**src/rtl/session_member_table_with_aging_core_assert.svh**
```systemverilog
// assertion macros for the session member table core
// used by the engine; compiled out when SYNTHESIS is defined
`ifndef SESSION_MEMBER_TABLE_WITH_AGING_CORE_ASSERT_SVH
`define SESSION_MEMBER_TABLE_WITH_AGING_CORE_ASSERT_SVH
`ifndef SYNTHESIS
// property must hold at every clock edge outside reset
`define SMTA_ASSERT(label, clk, rst, prop, msg) \
  label: assert property (@(posedge clk) disable iff (rst) prop) else $error(msg);
// condition must never be seen outside reset
`define SMTA_NEVER(label, clk, rst, cond, msg) \
  label: assert property (@(posedge clk) disable iff (rst) !(cond)) else $error(msg);
`else
`define SMTA_ASSERT(label, clk, rst, prop, msg)
`define SMTA_NEVER(label, clk, rst, cond, msg)
`endif
`endif

```
**src/rtl/smta_pkg.sv**
```systemverilog
`timescale 1ns / 1ps
// shared types and constants for the session member table core
// no dependencies
package smta_pkg;

  typedef enum logic [1:0] {
    STATUS_KNOWN = 2'd0,
    STATUS_ADDED = 2'd1,
    STATUS_FULL  = 2'd2
  } status_t;

  localparam logic [7:0] CFG_ROOM_SIZE = 8'd0;
  localparam logic [7:0] CFG_EXPIRY    = 8'd1;

  localparam logic [4:0]  ROOM_SIZE_RESET = 5'd16;
  localparam logic [31:0] EXPIRY_RESET    = 32'd1000000;

  localparam logic [63:0] LATENCY_LIMIT_US = 64'd200000;
  localparam logic [63:0] WINDOW_OPEN_US   = 64'd10000;
  localparam logic [63:0] WINDOW_PERIOD_US = 64'd100000;

  typedef struct packed {
    status_t     status;
    logic [3:0]  position;
    logic        latency_valid;
    logic [17:0] latency_us;
    logic [63:0] stamp_us;
    logic [4:0]  member_count;
  } res_t;

endpackage

```
**src/rtl/smta_engine.sv**
```systemverilog
`timescale 1ns / 1ps
// member memories and the per-word sequencer: aging pass, lookup, update, ping sweep
// depends on smta_pkg and session_member_table_with_aging_core_assert.svh
`include "session_member_table_with_aging_core_assert.svh"

module smta_engine #(
  parameter int MAX_MEMBERS = 16
) (
  input  logic             clk,
  input  logic             rst,
  input  logic             start,
  input  logic [31:0]      client_id,
  input  logic [63:0]      now_us,
  input  logic [63:0]      echo_us,
  input  logic [4:0]       room_size,
  input  logic [31:0]      expiry_us,
  output logic             idle,
  output logic             res_valid,
  input  logic             res_take,
  output smta_pkg::res_t   res
);

  localparam int IW = $clog2(MAX_MEMBERS);
  localparam int CW = $clog2(MAX_MEMBERS + 1);

  typedef enum logic [4:0] {
    ST_IDLE   = 5'b00001,
    ST_AGE    = 5'b00010,
    ST_UPDATE = 5'b00100,
    ST_SWEEP  = 5'b01000,
    ST_DONE   = 5'b10000
  } state_t;

  // entry memory {id, seen} and pending-flag memory
  logic [95:0] mem_a [MAX_MEMBERS];
  logic        mem_b [MAX_MEMBERS];

  state_t      state;
  logic [CW-1:0] total;
  logic [CW-1:0] rd_cnt;
  logic [CW-1:0] keep;
  logic [CW-1:0] sw_cnt;
  logic        dv;
  logic        found;
  logic [IW-1:0] pos;
  logic        pend_hit;
  logic        window_open;
  logic [63:0] window_start;

  logic [31:0] cur_id;
  logic [63:0] cur_now;
  logic [63:0] cur_echo;

  logic [95:0] ra_q;
  logic        rb_q;

  logic        rd_en;
  logic [IW-1:0] rd_addr;
  logic        wa_en;
  logic        wb_en;
  logic [IW-1:0] wr_addr;
  logic [95:0] wa_data;
  logic        wb_data;

  // aging pass
  logic [31:0] age_id;
  logic [63:0] age_diff;
  logic        survive;
  logic        match;

  // update step
  logic [63:0] lat_diff;
  logic        lat_ok;
  logic        clear_pend;
  logic [63:0] win_d;
  logic        open_now;
  logic        close_now;
  logic        restart;
  logic        win_next;
  logic        rise;
  logic        can_add;
  logic [CW-1:0] cnt_after;
  logic [63:0] pos_ext;
  logic [63:0] cnt_ext;

  always_ff @(posedge clk) begin
    if (wa_en) begin
      mem_a[wr_addr] <= wa_data;
    end
    if (wb_en) begin
      mem_b[wr_addr] <= wb_data;
    end
    if (rd_en) begin
      ra_q <= mem_a[rd_addr];
      rb_q <= mem_b[rd_addr];
    end
  end

  assign age_id   = ra_q[95:64];
  assign age_diff = cur_now - ra_q[63:0];
  assign survive  = dv && !(age_diff > {32'd0, expiry_us});
  assign match    = survive && (age_id == cur_id) && !found;

  assign lat_diff   = cur_now - cur_echo;
  assign lat_ok     = lat_diff < smta_pkg::LATENCY_LIMIT_US;
  assign clear_pend = pend_hit && (cur_echo != 64'd0);
  assign win_d      = cur_now - window_start;
  assign open_now   = win_d < smta_pkg::WINDOW_OPEN_US;
  assign close_now  = win_d > smta_pkg::WINDOW_OPEN_US;
  assign restart    = win_d > smta_pkg::WINDOW_PERIOD_US;
  assign win_next   = open_now ? 1'b1 : (close_now ? 1'b0 : window_open);
  assign rise       = open_now && !window_open;
  assign can_add    = (32'(total) < 32'(room_size)) && (32'(total) < MAX_MEMBERS);
  assign cnt_after  = (!found && can_add) ? total + CW'(1) : total;
  assign pos_ext    = 64'(pos);
  assign cnt_ext    = 64'(cnt_after);

  assign idle      = (state == ST_IDLE);
  assign res_valid = (state == ST_DONE);

  always_comb begin
    rd_en   = 1'b0;
    rd_addr = rd_cnt[IW-1:0];
    wa_en   = 1'b0;
    wb_en   = 1'b0;
    wr_addr = keep[IW-1:0];
    wa_data = ra_q;
    wb_data = rb_q;
    unique case (state)
      ST_AGE: begin
        rd_en = rd_cnt < total;
        wa_en = survive;
        wb_en = survive;
      end
      ST_UPDATE: begin
        wa_data = {cur_id, cur_now};
        wb_data = 1'b0;
        if (found) begin
          wr_addr = pos;
          wa_en   = 1'b1;
          wb_en   = clear_pend;
        end else begin
          wr_addr = total[IW-1:0];
          wa_en   = can_add;
          wb_en   = can_add;
        end
      end
      ST_SWEEP: begin
        wr_addr = sw_cnt[IW-1:0];
        wb_data = 1'b1;
        wb_en   = sw_cnt < total;
      end
      ST_IDLE, ST_DONE: begin
      end
      default: begin
      end
    endcase
  end

  // latched word fields and result payload
  always_ff @(posedge clk) begin
    if (idle && start) begin
      cur_id   <= client_id;
      cur_now  <= now_us;
      cur_echo <= echo_us;
    end
    if (state == ST_AGE && match) begin
      pos      <= keep[IW-1:0];
      pend_hit <= rb_q;
    end
    if (state == ST_UPDATE) begin
      res.member_count <= cnt_ext[4:0];
      if (found) begin
        res.status        <= smta_pkg::STATUS_KNOWN;
        res.position      <= pos_ext[3:0];
        res.latency_valid <= clear_pend && lat_ok;
        res.latency_us    <= (clear_pend && lat_ok) ? lat_diff[17:0] : 18'd0;
        res.stamp_us      <= win_next ? cur_now : 64'd0;
      end else begin
        res.status        <= can_add ? smta_pkg::STATUS_ADDED : smta_pkg::STATUS_FULL;
        res.position      <= 4'd0;
        res.latency_valid <= 1'b0;
        res.latency_us    <= 18'd0;
        res.stamp_us      <= 64'd0;
      end
    end
  end

  always_ff @(posedge clk) begin
    if (rst) begin
      state        <= ST_IDLE;
      total        <= '0;
      rd_cnt       <= '0;
      keep         <= '0;
      sw_cnt       <= '0;
      dv           <= 1'b0;
      found        <= 1'b0;
      window_open  <= 1'b1;
      window_start <= 64'd0;
    end else begin
      unique case (state)
        ST_IDLE: begin
          if (start) begin
            rd_cnt <= '0;
            keep   <= '0;
            dv     <= 1'b0;
            found  <= 1'b0;
            state  <= ST_AGE;
          end
        end
        ST_AGE: begin
          dv <= rd_en;
          if (rd_en) begin
            rd_cnt <= rd_cnt + CW'(1);
          end
          if (survive) begin
            keep <= keep + CW'(1);
          end
          if (match) begin
            found <= 1'b1;
          end
          if (!rd_en && !dv) begin
            total <= keep;
            state <= ST_UPDATE;
          end
        end
        ST_UPDATE: begin
          sw_cnt <= '0;
          total  <= cnt_after;
          if (found) begin
            window_open <= win_next;
            if (restart) begin
              window_start <= cur_now;
            end
            state <= rise ? ST_SWEEP : ST_DONE;
          end else begin
            state <= ST_DONE;
          end
        end
        ST_SWEEP: begin
          if (sw_cnt < total) begin
            sw_cnt <= sw_cnt + CW'(1);
          end else begin
            state <= ST_DONE;
          end
        end
        ST_DONE: begin
          if (res_take) begin
            state <= ST_IDLE;
          end
        end
        default: begin
          state <= ST_IDLE;
        end
      endcase
    end
  end

  `SMTA_NEVER(a_total_cap, clk, rst, 32'(total) > MAX_MEMBERS, "member total above capacity")
  `SMTA_NEVER(a_idle_quiet, clk, rst, (state == ST_IDLE) && (wa_en || wb_en), "memory write while idle")
  `SMTA_NEVER(a_keep_behind, clk, rst, (state == ST_AGE) && (keep > rd_cnt), "compaction write ahead of read")
  `SMTA_ASSERT(a_start_age, clk, rst, ((state == ST_IDLE) && start) |=> (state == ST_AGE), "accepted word did not start the aging pass")

endmodule

```
**src/rtl/session_member_table_with_aging_core.sv**
```systemverilog
`timescale 1ns / 1ps
// session member table with aging: config registers, input handshake, output register
// depends on smta_pkg and smta_engine
//
// channel  | direction | handshake          | payload
// ---------+-----------+--------------------+--------------------------------------------
// in       | to core   | in_valid/in_stall  | client_id, now_us, echo_us
// out      | from core | out_valid/out_stall| status, position, latency_valid, latency_us,
//          |           |                    | stamp_us, member_count
// cfg      | to core   | cfg_valid/cfg_ready| cfg_index, cfg_data
//
// a word runs the aging pass over the N members before aging, then the update step, and
// when the ping window opens, a pending sweep over the N' members left; the member memory
// has one read port and one write port, so aging reads and compaction writes overlap.
// a new word is accepted once the previous one has reached the output register.
// reset is synchronous: table empty, ping window open, registers at their defaults.
// out_stall holds the output register; the engine waits in its done state meanwhile.
module session_member_table_with_aging_core #(
  parameter int MAX_MEMBERS = 16
) (
  input  logic        clk,
  input  logic        rst,
  // input word channel
  input  logic        in_valid,
  output logic        in_stall,
  input  logic [31:0] client_id,
  input  logic [63:0] now_us,
  input  logic [63:0] echo_us,
  // result word channel
  output logic        out_valid,
  input  logic        out_stall,
  output logic [1:0]  status,
  output logic [3:0]  position,
  output logic        latency_valid,
  output logic [17:0] latency_us,
  output logic [63:0] stamp_us,
  output logic [4:0]  member_count,
  // configuration write channel
  input  logic        cfg_valid,
  output logic        cfg_ready,
  input  logic [7:0]  cfg_index,
  input  logic [31:0] cfg_data
);

  logic           idle;
  logic           start;
  logic           res_valid;
  logic           res_take;
  smta_pkg::res_t res;
  logic [4:0]     room_size;
  logic [31:0]    expiry_us;

  // config writes are to be issued only while idle; the core does not enforce this and is always ready
  assign cfg_ready = 1'b1;

  always_ff @(posedge clk) begin
    if (rst) begin
      room_size <= smta_pkg::ROOM_SIZE_RESET;
      expiry_us <= smta_pkg::EXPIRY_RESET;
    end else if (cfg_valid && cfg_ready) begin
      unique case (cfg_index)
        smta_pkg::CFG_ROOM_SIZE: room_size <= cfg_data[4:0];
        smta_pkg::CFG_EXPIRY:    expiry_us <= cfg_data;
        default: begin
          // unknown index: ignored
        end
      endcase
    end
  end

  // one word in flight in the engine at a time
  assign in_stall = !idle;
  assign start    = in_valid && !in_stall;

  smta_engine #(
    .MAX_MEMBERS(MAX_MEMBERS)
  ) u_engine (
    .clk       (clk),
    .rst       (rst),
    .start     (start),
    .client_id (client_id),
    .now_us    (now_us),
    .echo_us   (echo_us),
    .room_size (room_size),
    .expiry_us (expiry_us),
    .idle      (idle),
    .res_valid (res_valid),
    .res_take  (res_take),
    .res       (res)
  );

  // output register: loads when empty or being drained this cycle
  assign res_take = res_valid && (!out_valid || !out_stall);

  always_ff @(posedge clk) begin
    if (rst) begin
      out_valid <= 1'b0;
    end else if (res_take) begin
      out_valid <= 1'b1;
    end else if (!out_stall) begin
      out_valid <= 1'b0;
    end
  end

  always_ff @(posedge clk) begin
    if (res_take) begin
      status        <= res.status;
      position      <= res.position;
      latency_valid <= res.latency_valid;
      latency_us    <= res.latency_us;
      stamp_us      <= res.stamp_us;
      member_count  <= res.member_count;
    end
  end

endmodule

```
**config.mk**
```make
export PLATFORM = sky130hd
export DESIGN_NAME = session_member_table_with_aging_core
export DESIGN_NICKNAME = d
export VERILOG_FILES = /design/src/rtl/smta_pkg.sv /design/src/rtl/smta_engine.sv /design/src/rtl/session_member_table_with_aging_core.sv
export VERILOG_INCLUDE_DIRS = /design/src /design/src/rtl
export SDC_FILE = /design/constraint.sdc
export NUM_CORES = 2
export LEC_CHECK = 0
export ABC_AREA = 1
export BUFFER_PORTS_ARGS = -buffer_cell sky130_fd_sc_hd__clkbuf_2
export CORE_ASPECT_RATIO = 0.8
export CORE_MARGIN = 2
export CORE_UTILIZATION = 60
export DETAILED_ROUTE_END_ITERATION = 7
export PLACE_DENSITY = 0.77
export SLEW_MARGIN = 25
export SYNTH_ARGS = -nofsm -noshare
export SYNTH_HDL_FRONTEND = slang
export SYNTH_HIERARCHICAL = 1
export SYNTH_SLANG_ARGS = --single-unit
```
**constraint.sdc**
```tcl
create_clock -name clk -period 22.6 [get_ports clk]
set_input_delay 2.26 -clock clk [delete_from_list [all_inputs] [get_ports clk]]
set_output_delay 2.26 -clock clk [all_outputs]
set_load 0.02 [all_outputs]
```
### After elaboration in Yosys (flattened, before gate mapping)

Memory sizes are Yosys's and may differ from the RTL's. A register that Yosys moved wholly into a read port is not among the register bits.
Index checks and enable logic that the tools add are counted.

| storage, ports and cells | value |
|---|---|
| register bits after elaboration | 483 |
| memory bits (writable) | 1552 |
| input bits | 205 |
| logic and storage cells | 142 |
| memories kept | 2 |

| operators by class | value |
|---|---|
| add/subtract/negate cells | 7 |
| magnitude comparators | 9 |
| equality and inequality tests | 16 |
| muxes and demuxes | 39 |
| reduce and logical (&&, ||, !) cells | 40 |

Memories:

| memory | words | width | read ports | clocked after Yosys merged registers in | write ports | line | RTL |
|---|---|---|---|---|---|---|---|
| u_engine.mem_a | 16 | 96 | 1 | 1 | 1 | smta_engine.sv:35 | `logic [95:0] mem_a [MAX_MEMBERS];` |
| u_engine.mem_b | 16 | 1 | 1 | 1 | 1 | smta_engine.sv:36 | `logic mem_b [MAX_MEMBERS];` |

Operator list:

| cell | count |
|---|---|
| 64-bit subtractor | 3 |
| 96-bit 2-to-1 mux | 1 |
| 64-bit by 14-bit greater-than comparator with 1-bit output, second input constant | 1 |
| 64-bit by 17-bit greater-than comparator with 1-bit output, second input constant | 1 |
| 64-bit by 32-bit greater-than comparator with 1-bit output | 1 |
| 64-bit by 14-bit < comparator with 1-bit output, second input constant | 1 |
| 64-bit by 18-bit < comparator with 1-bit output, second input constant | 1 |
| 64-bit nonzero test | 1 |
| 5-bit 2-to-1 mux | 12 |
| 5-bit one-hot mux with 2 select lines | 4 |
| 32-bit equality test | 1 |
| 5-bit one-hot mux with 5 select lines | 1 |
| 5-bit by 1-bit adder with 5-bit output, second input constant | 4 |
| 2-bit AND reduction | 8 |
| 5-bit < comparator | 3 |
| 2-bit by 1-bit inequality test with 1-bit output, second input constant | 7 |
| 1-bit logical AND | 13 |
| 1-bit 2-to-1 mux | 13 |
| 3-bit AND reduction | 4 |
| 8-bit by 1-bit equality test with 1-bit output, second input constant | 1 |
| 1-bit logical NOT | 8 |
| 8-bit logical NOT | 1 |
| 1-bit one-hot mux with 2 select lines | 4 |
| 4-bit one-hot mux with 2 select lines | 1 |
| other kinds (13) | 16 |

### Depth between registers and ports, before layout

| depth | value |
|---|---|
| depth after elaboration | 8 |
| depth in mapped cells | 34 |
| mapped depth without buffers | 33 |

### Cells and area by module

The synthesis kept the hierarchy.

By module, submodules not included:

| module | instances | cells each | area each (um2) | sequential area each (um2) |
|---|---|---|---|---|
| smta_engine | 1 | 9348 | 95541.6 | 59136.7 |
| session_member_table_with_aging_core | 1 | 336 | 4484.3 | 3583.4 |

### Least setup slack after synthesis

Ideal clock, no wire load.

| timing | value |
|---|---|
| path kind | register to register |
| start | register u_engine.cur_now[0] |
| end | memory u_engine.mem_a[10][0] (enable) |
| setup time | 0.583 ns |
| arrival | 8.355 ns |
| slack | 13.662 ns |
| stages on the path, launching flop included | 31 |
| path buffers | 2 |
| clock period less this slack | 8.938 ns |
| cells stage by stage | edfxtp_1 > inv_1 > ha_1 > inv_1 > fa_1 > nand3_1 > nand3_1 > nand2_1 > nand2_1 > nand2_1 > nand2_1 > nand2_1 > nand3_1 > xor2_1 > ha_1 > nand2_1 > nor2_1 > nand2_1 > nor2_1 > nand2_1 > nor3_1 > nor2_1 > nor2_1 > nand3_1 > nor2_1 > nand3_1 > nor3_1 > nand2_1 > buf_2 > buf_2 > a21oi_1 |

| on the way | value |
|---|---|
| longest elaborated chain between the ends | 7 |

Ends and longest elaborated chain:

| what | line | RTL |
|---|---|---|
| start, declared | smta_engine.sv:51 | `logic [63:0] cur_now;` |
| start signal, assigned | smta_engine.sv:164 | `cur_now <= now_us;` |
| 64-bit subtractor | smta_engine.sv:100 | `assign age_diff = cur_now - ra_q[63:0];` |
| 64-bit by 32-bit greater-than comparator with 1-bit output | smta_engine.sv:101 | `assign survive = dv && !(age_diff > {32'd0, expiry_us});` |
| 1-bit logical NOT | smta_engine.sv:101 |  |
| 1-bit logical AND | smta_engine.sv:101 |  |
| 1-bit one-hot mux with 2 select lines | smta_engine.sv:129 | `unique case (state)` |
| 1-bit 2-to-1 mux | smta_engine.sv:87 | `if (wa_en) begin` |
| 1-bit 2-to-1 mux (implied by the code) | smta_engine.sv:88 | `mem_a[wr_addr] <= wa_data;` |
| end, declared | smta_engine.sv:35 |  |

Every way passes these cells.

### Final worst setup path

| timing | value |
|---|---|
| start | register u_engine.cur_now[0] |
| end | memory u_engine.mem_a[9][7] (enable) |

The elaborated chain is that of the path after synthesis.

==> summary.txt <==
Route
  – Residual DRC count: 0
  – Avg WL per Cell: around 28 um
  – Routed via count: slightly below 80,000
  – 1st-iter DRT viols: roughly 13,000
  – Vias/cell: about 6.3
  – Detailed Routing Iterations Pass 1: 7
  – Routed Antenna Nets: 0
  – DRT Wirelength: ~350,000 um

Power and ir drop
  – Sequential share of power: roughly 46%
  – Sw Pwr: between 3000 and 4000 uW
  – Switching Share: 31.13%
  – Leak: ~0.041 uW
  – PwrDens: between 80 and 90 mW/mm^2
  – Gate power share: slightly below 20%
  – Cell-internal power: slightly below 7000 uW
  – Clk pwr share: 34.4%
  – Worst vdd ir: 0.0001145 V

Critical path
  – Crit path max fanout: slightly above 50
  – CP Launch Type: register
  – Worst setup path endpoint: u_engine/mem_a[9][7]
  – Worst setup path startpoint: u_engine/cur_now[0]
  – FF-to-FF setup slack: 14.62 ns
  – Worst R2R Start: u_engine/cur_now[0]
  – Setup CP Type: reg -> reg
  – Critical Path End Type: register
  – Critical R2R Capture: u_engine/mem_a[9][7]
  – Cell repeated most along the worst path: nand2_1
  – Reg2reg path depth: 32
  – Worst EP required: 23.03 ns
  – Max incr delay on CP: ~0.77 ns
  – Crit path arrival time: around 8.4 ns
  – CP max-delay cell: buf_4

Cells and area
  – Area Overhead vs Synth: 10.91%
  – Multi-input logic area: about 0.032 sq mm
  – Layout fillers: between 10,000 and 15,000
  – Layout cells sized above 1: approximately 8.9%
  – Seq. cell area: between 0.06 and 0.07 sq mm
  – Final core utilization: 67.27%
  – Final Non-Filler Cells: around 12,000
  – Final net count: about 10,000

GRT
  – Vias in the first global route: about 72,000
  – Total gr overflow: 0
  – Initial antenna violation count: 20
  – First-pass GRT wire length: 489,400 um
  – All-Layer GR Usage: between 30% and 40%
  – Largest net degree at the start of global routing: 221

Timing
  – Setup TNS: 0 ns
  – Final setup viols: 0
  – Final period util: a little over a third
  – Min cycle time layout: approximately 8.0 ns
  – RSZ-0062 raised after global routing: no
  – Clock skew: a little over 0.08 ns
  – Worst relative slew slack: 24.22%
  – Hold slack: a little over 0.4 ns
  – Final-report hold violation count: 0
  – Max-slew violations: 0
  – Max Clk Rate: between 0.1 and 0.15 GHz
  – Worst-margin pin slew: ~1.1 ns
  – Final worst setup slack: around 15 ns

Die
  – Ports: just over 300
  – Row cnt: 133
  – Initial Util: 60.65%
  – Core footprint: ~0.16 sq mm
  – Chip width: around 460 um
  – Die ar.: 0.1700 sq mm
  – Die Ht: roughly 370 um

Clock tree
  – Clk sinks: 2,132
  – Cts hold-fix bufs: 0
  – CTS Root Cell: clkbuf_16
  – Post-CTS Setup Inserts: 0
  – H-tree depth: 4
  – Post-CTS Resized: 0
  – CTS buffer count: ~190
  – TritonCTS clock tree: yes
  – Clk_lat worst skew: about 0.88 ns
  – Clk slew on worst S/H paths: 0.07 ns
  – Clock tree buffer depth: 3

Yosys
  – Synth area leader: edfxtp_1
  – Most frequent cell after synthesis: edfxtp_1
  – Syn Std Cell Area: about 0.10 sq mm
  – Mean post-synth cell area: between 10 and 15 sq um
  – Number of synthesized flops with an enable pin: ~2,000
  – Share of flip-flops with an asynchronous set or reset: 0%
  – Synth top area cells: edfxtp_1, nand2_1, nor2_1, inv_1, o21ai_0
  – Cells after Synth: a little under 10,000
  – Post-synthesis register bit count: approximately 2,100
  – Distinct cells, synth: between 60 and 70
  – Seq/Total Area, Yosys: 62.70%
  – Commonest cells in the synthesized netlist: edfxtp_1, nand2_1, nor2_1, inv_1, o21ai_0
  – Yosys top cell area share: approximately 60%
  – Post-synthesis net count: approximately 10,000
  – Dominant synthesized flop cell: edfxtp_1
  – Yosys Warn Count: 6

Placed design
  – Number of placed cells counting well taps: roughly 12,000
  – Pre-CTS setup slack: between 10 and 15 ns
  – Detailed placement HPWL: roughly 240,000 um
  – PortBufs: 300
  – GP Congestion: ~1.1

Hold path
  – Worst hold path type: reg -> reg

Run status
  – Status: complete, no violations

Flow run
  – Max Cap Viol: 0
cell usage in the layout (no fill, tap or decap), types with 33 or more instances in the layout:
master,instances
clkbuf_2,303
xor2_1,63
o32ai_1,228
edfxtp_1,2002
inv_1,1059
ha_1,237
clkinv_1,33
nand4_1,75
clkinv_2,45
o221ai_1,162
nand3_2,53
dfxtp_1,127
o211ai_1,37
a21oi_1,365
mux2i_1,160
o21ai_0,586
nand2_1,1869
clkbuf_16,192
buf_4,154
xnor2_1,35
nand3_1,454
nor3_1,33
nor2_1,1504
power groups by stage:
stage	clock (uW)	sequential, uW	combinational (uW)
6_report	3390	4510	1960
5_1_grt	3540	4510	2100
4_1_cts	3400	4500	1890
3_5_place_dp	0	4590	1880
3_3_place_gp	0	4580	1880
2_1_floorplan	0	4540	1160
flip-flops by register name, indices dropped and copies added (netlist names), 16 cells and up:
register               flops
stamp_us                  64
u_engine/window_start     64
u_engine/cur_now          64
u_engine/cur_id           32
u_engine/mem_a          1536
u_engine/res              94
u_engine/cur_echo         64
u_engine/mem_b            16
latency_us                18
u_engine/ra_q             96
expiry_us                 32
per-stage QoR:
step | power (uW) | cell area (sq um)
floorplan | 5706 | 100000
global placement | 6462 | 104200
detailed placement | 6462 | 104200
CTS | 9790 | 110700
global route | 10160 | 110900
finish | 9856 | 110900
cell type report:
cell class	count	area share [%]
repair buffers	467	2.633
inverters	1077	3.661
clock inverters	128	1.398
diodes	6	0.01353
flip-flops and latches	2132	56.54
clock buffers	227	4.507
multi-input cells	6091	28.73
well taps	2227	2.512
logic make-up (layout without fill, tap and decap cells):
logic type	Yosys count	in the layout	share of synthesized area [%]
other	1	7	0.003749
adders and majority gates	240	240	3.025
xor gates and xnor gates	98	98	0.8581
muxes	160	160	1.601
AOI/OAI and AO/OA	1522	1522	9.415
buffers and inverters	1461	1899	5.717
DFF	2132	2132	62.70
and+or+nand+nor	4070	4070	16.68
routing by layer:
layer	GRT usage [%]	vias up	part of all wire, %
met5	0	-	0.023
met4	16.59	12	4.6
met3	11.47	701	14
met2	56.51	5679	42
met1	57.90	37100	39
li1	-	34070	-
critical path, delay by kind of cell, from the launching register on:
family	cells	cell delay [ns]
simple gates	21	3.39
xor+xnor	1	0.21
fa+ha+maj	3	0.90
compound gates	1	0.43
buf+inv	6	2.16
flops	1	0.37
how the worst min path moves through the flow:
stage | start | end | slack [ns] | cells past startpoint
2_1_floorplan | u_engine/res[69] | latency_us[0] | 0.40 | 0
3_3_place_gp | u_engine/res[87] | latency_valid | 0.40 | 0
3_5_place_dp | u_engine/res[73] | latency_us[4] | 0.40 | 0
4_1_cts | u_engine/res[34] | stamp_us[29] | 0.40 | 0
5_1_grt | u_engine/res[34] | stamp_us[29] | 0.39 | 0
6_report | u_engine/res[34] | stamp_us[29] | 0.40 | 0
(Power assumes the default switching activity.)
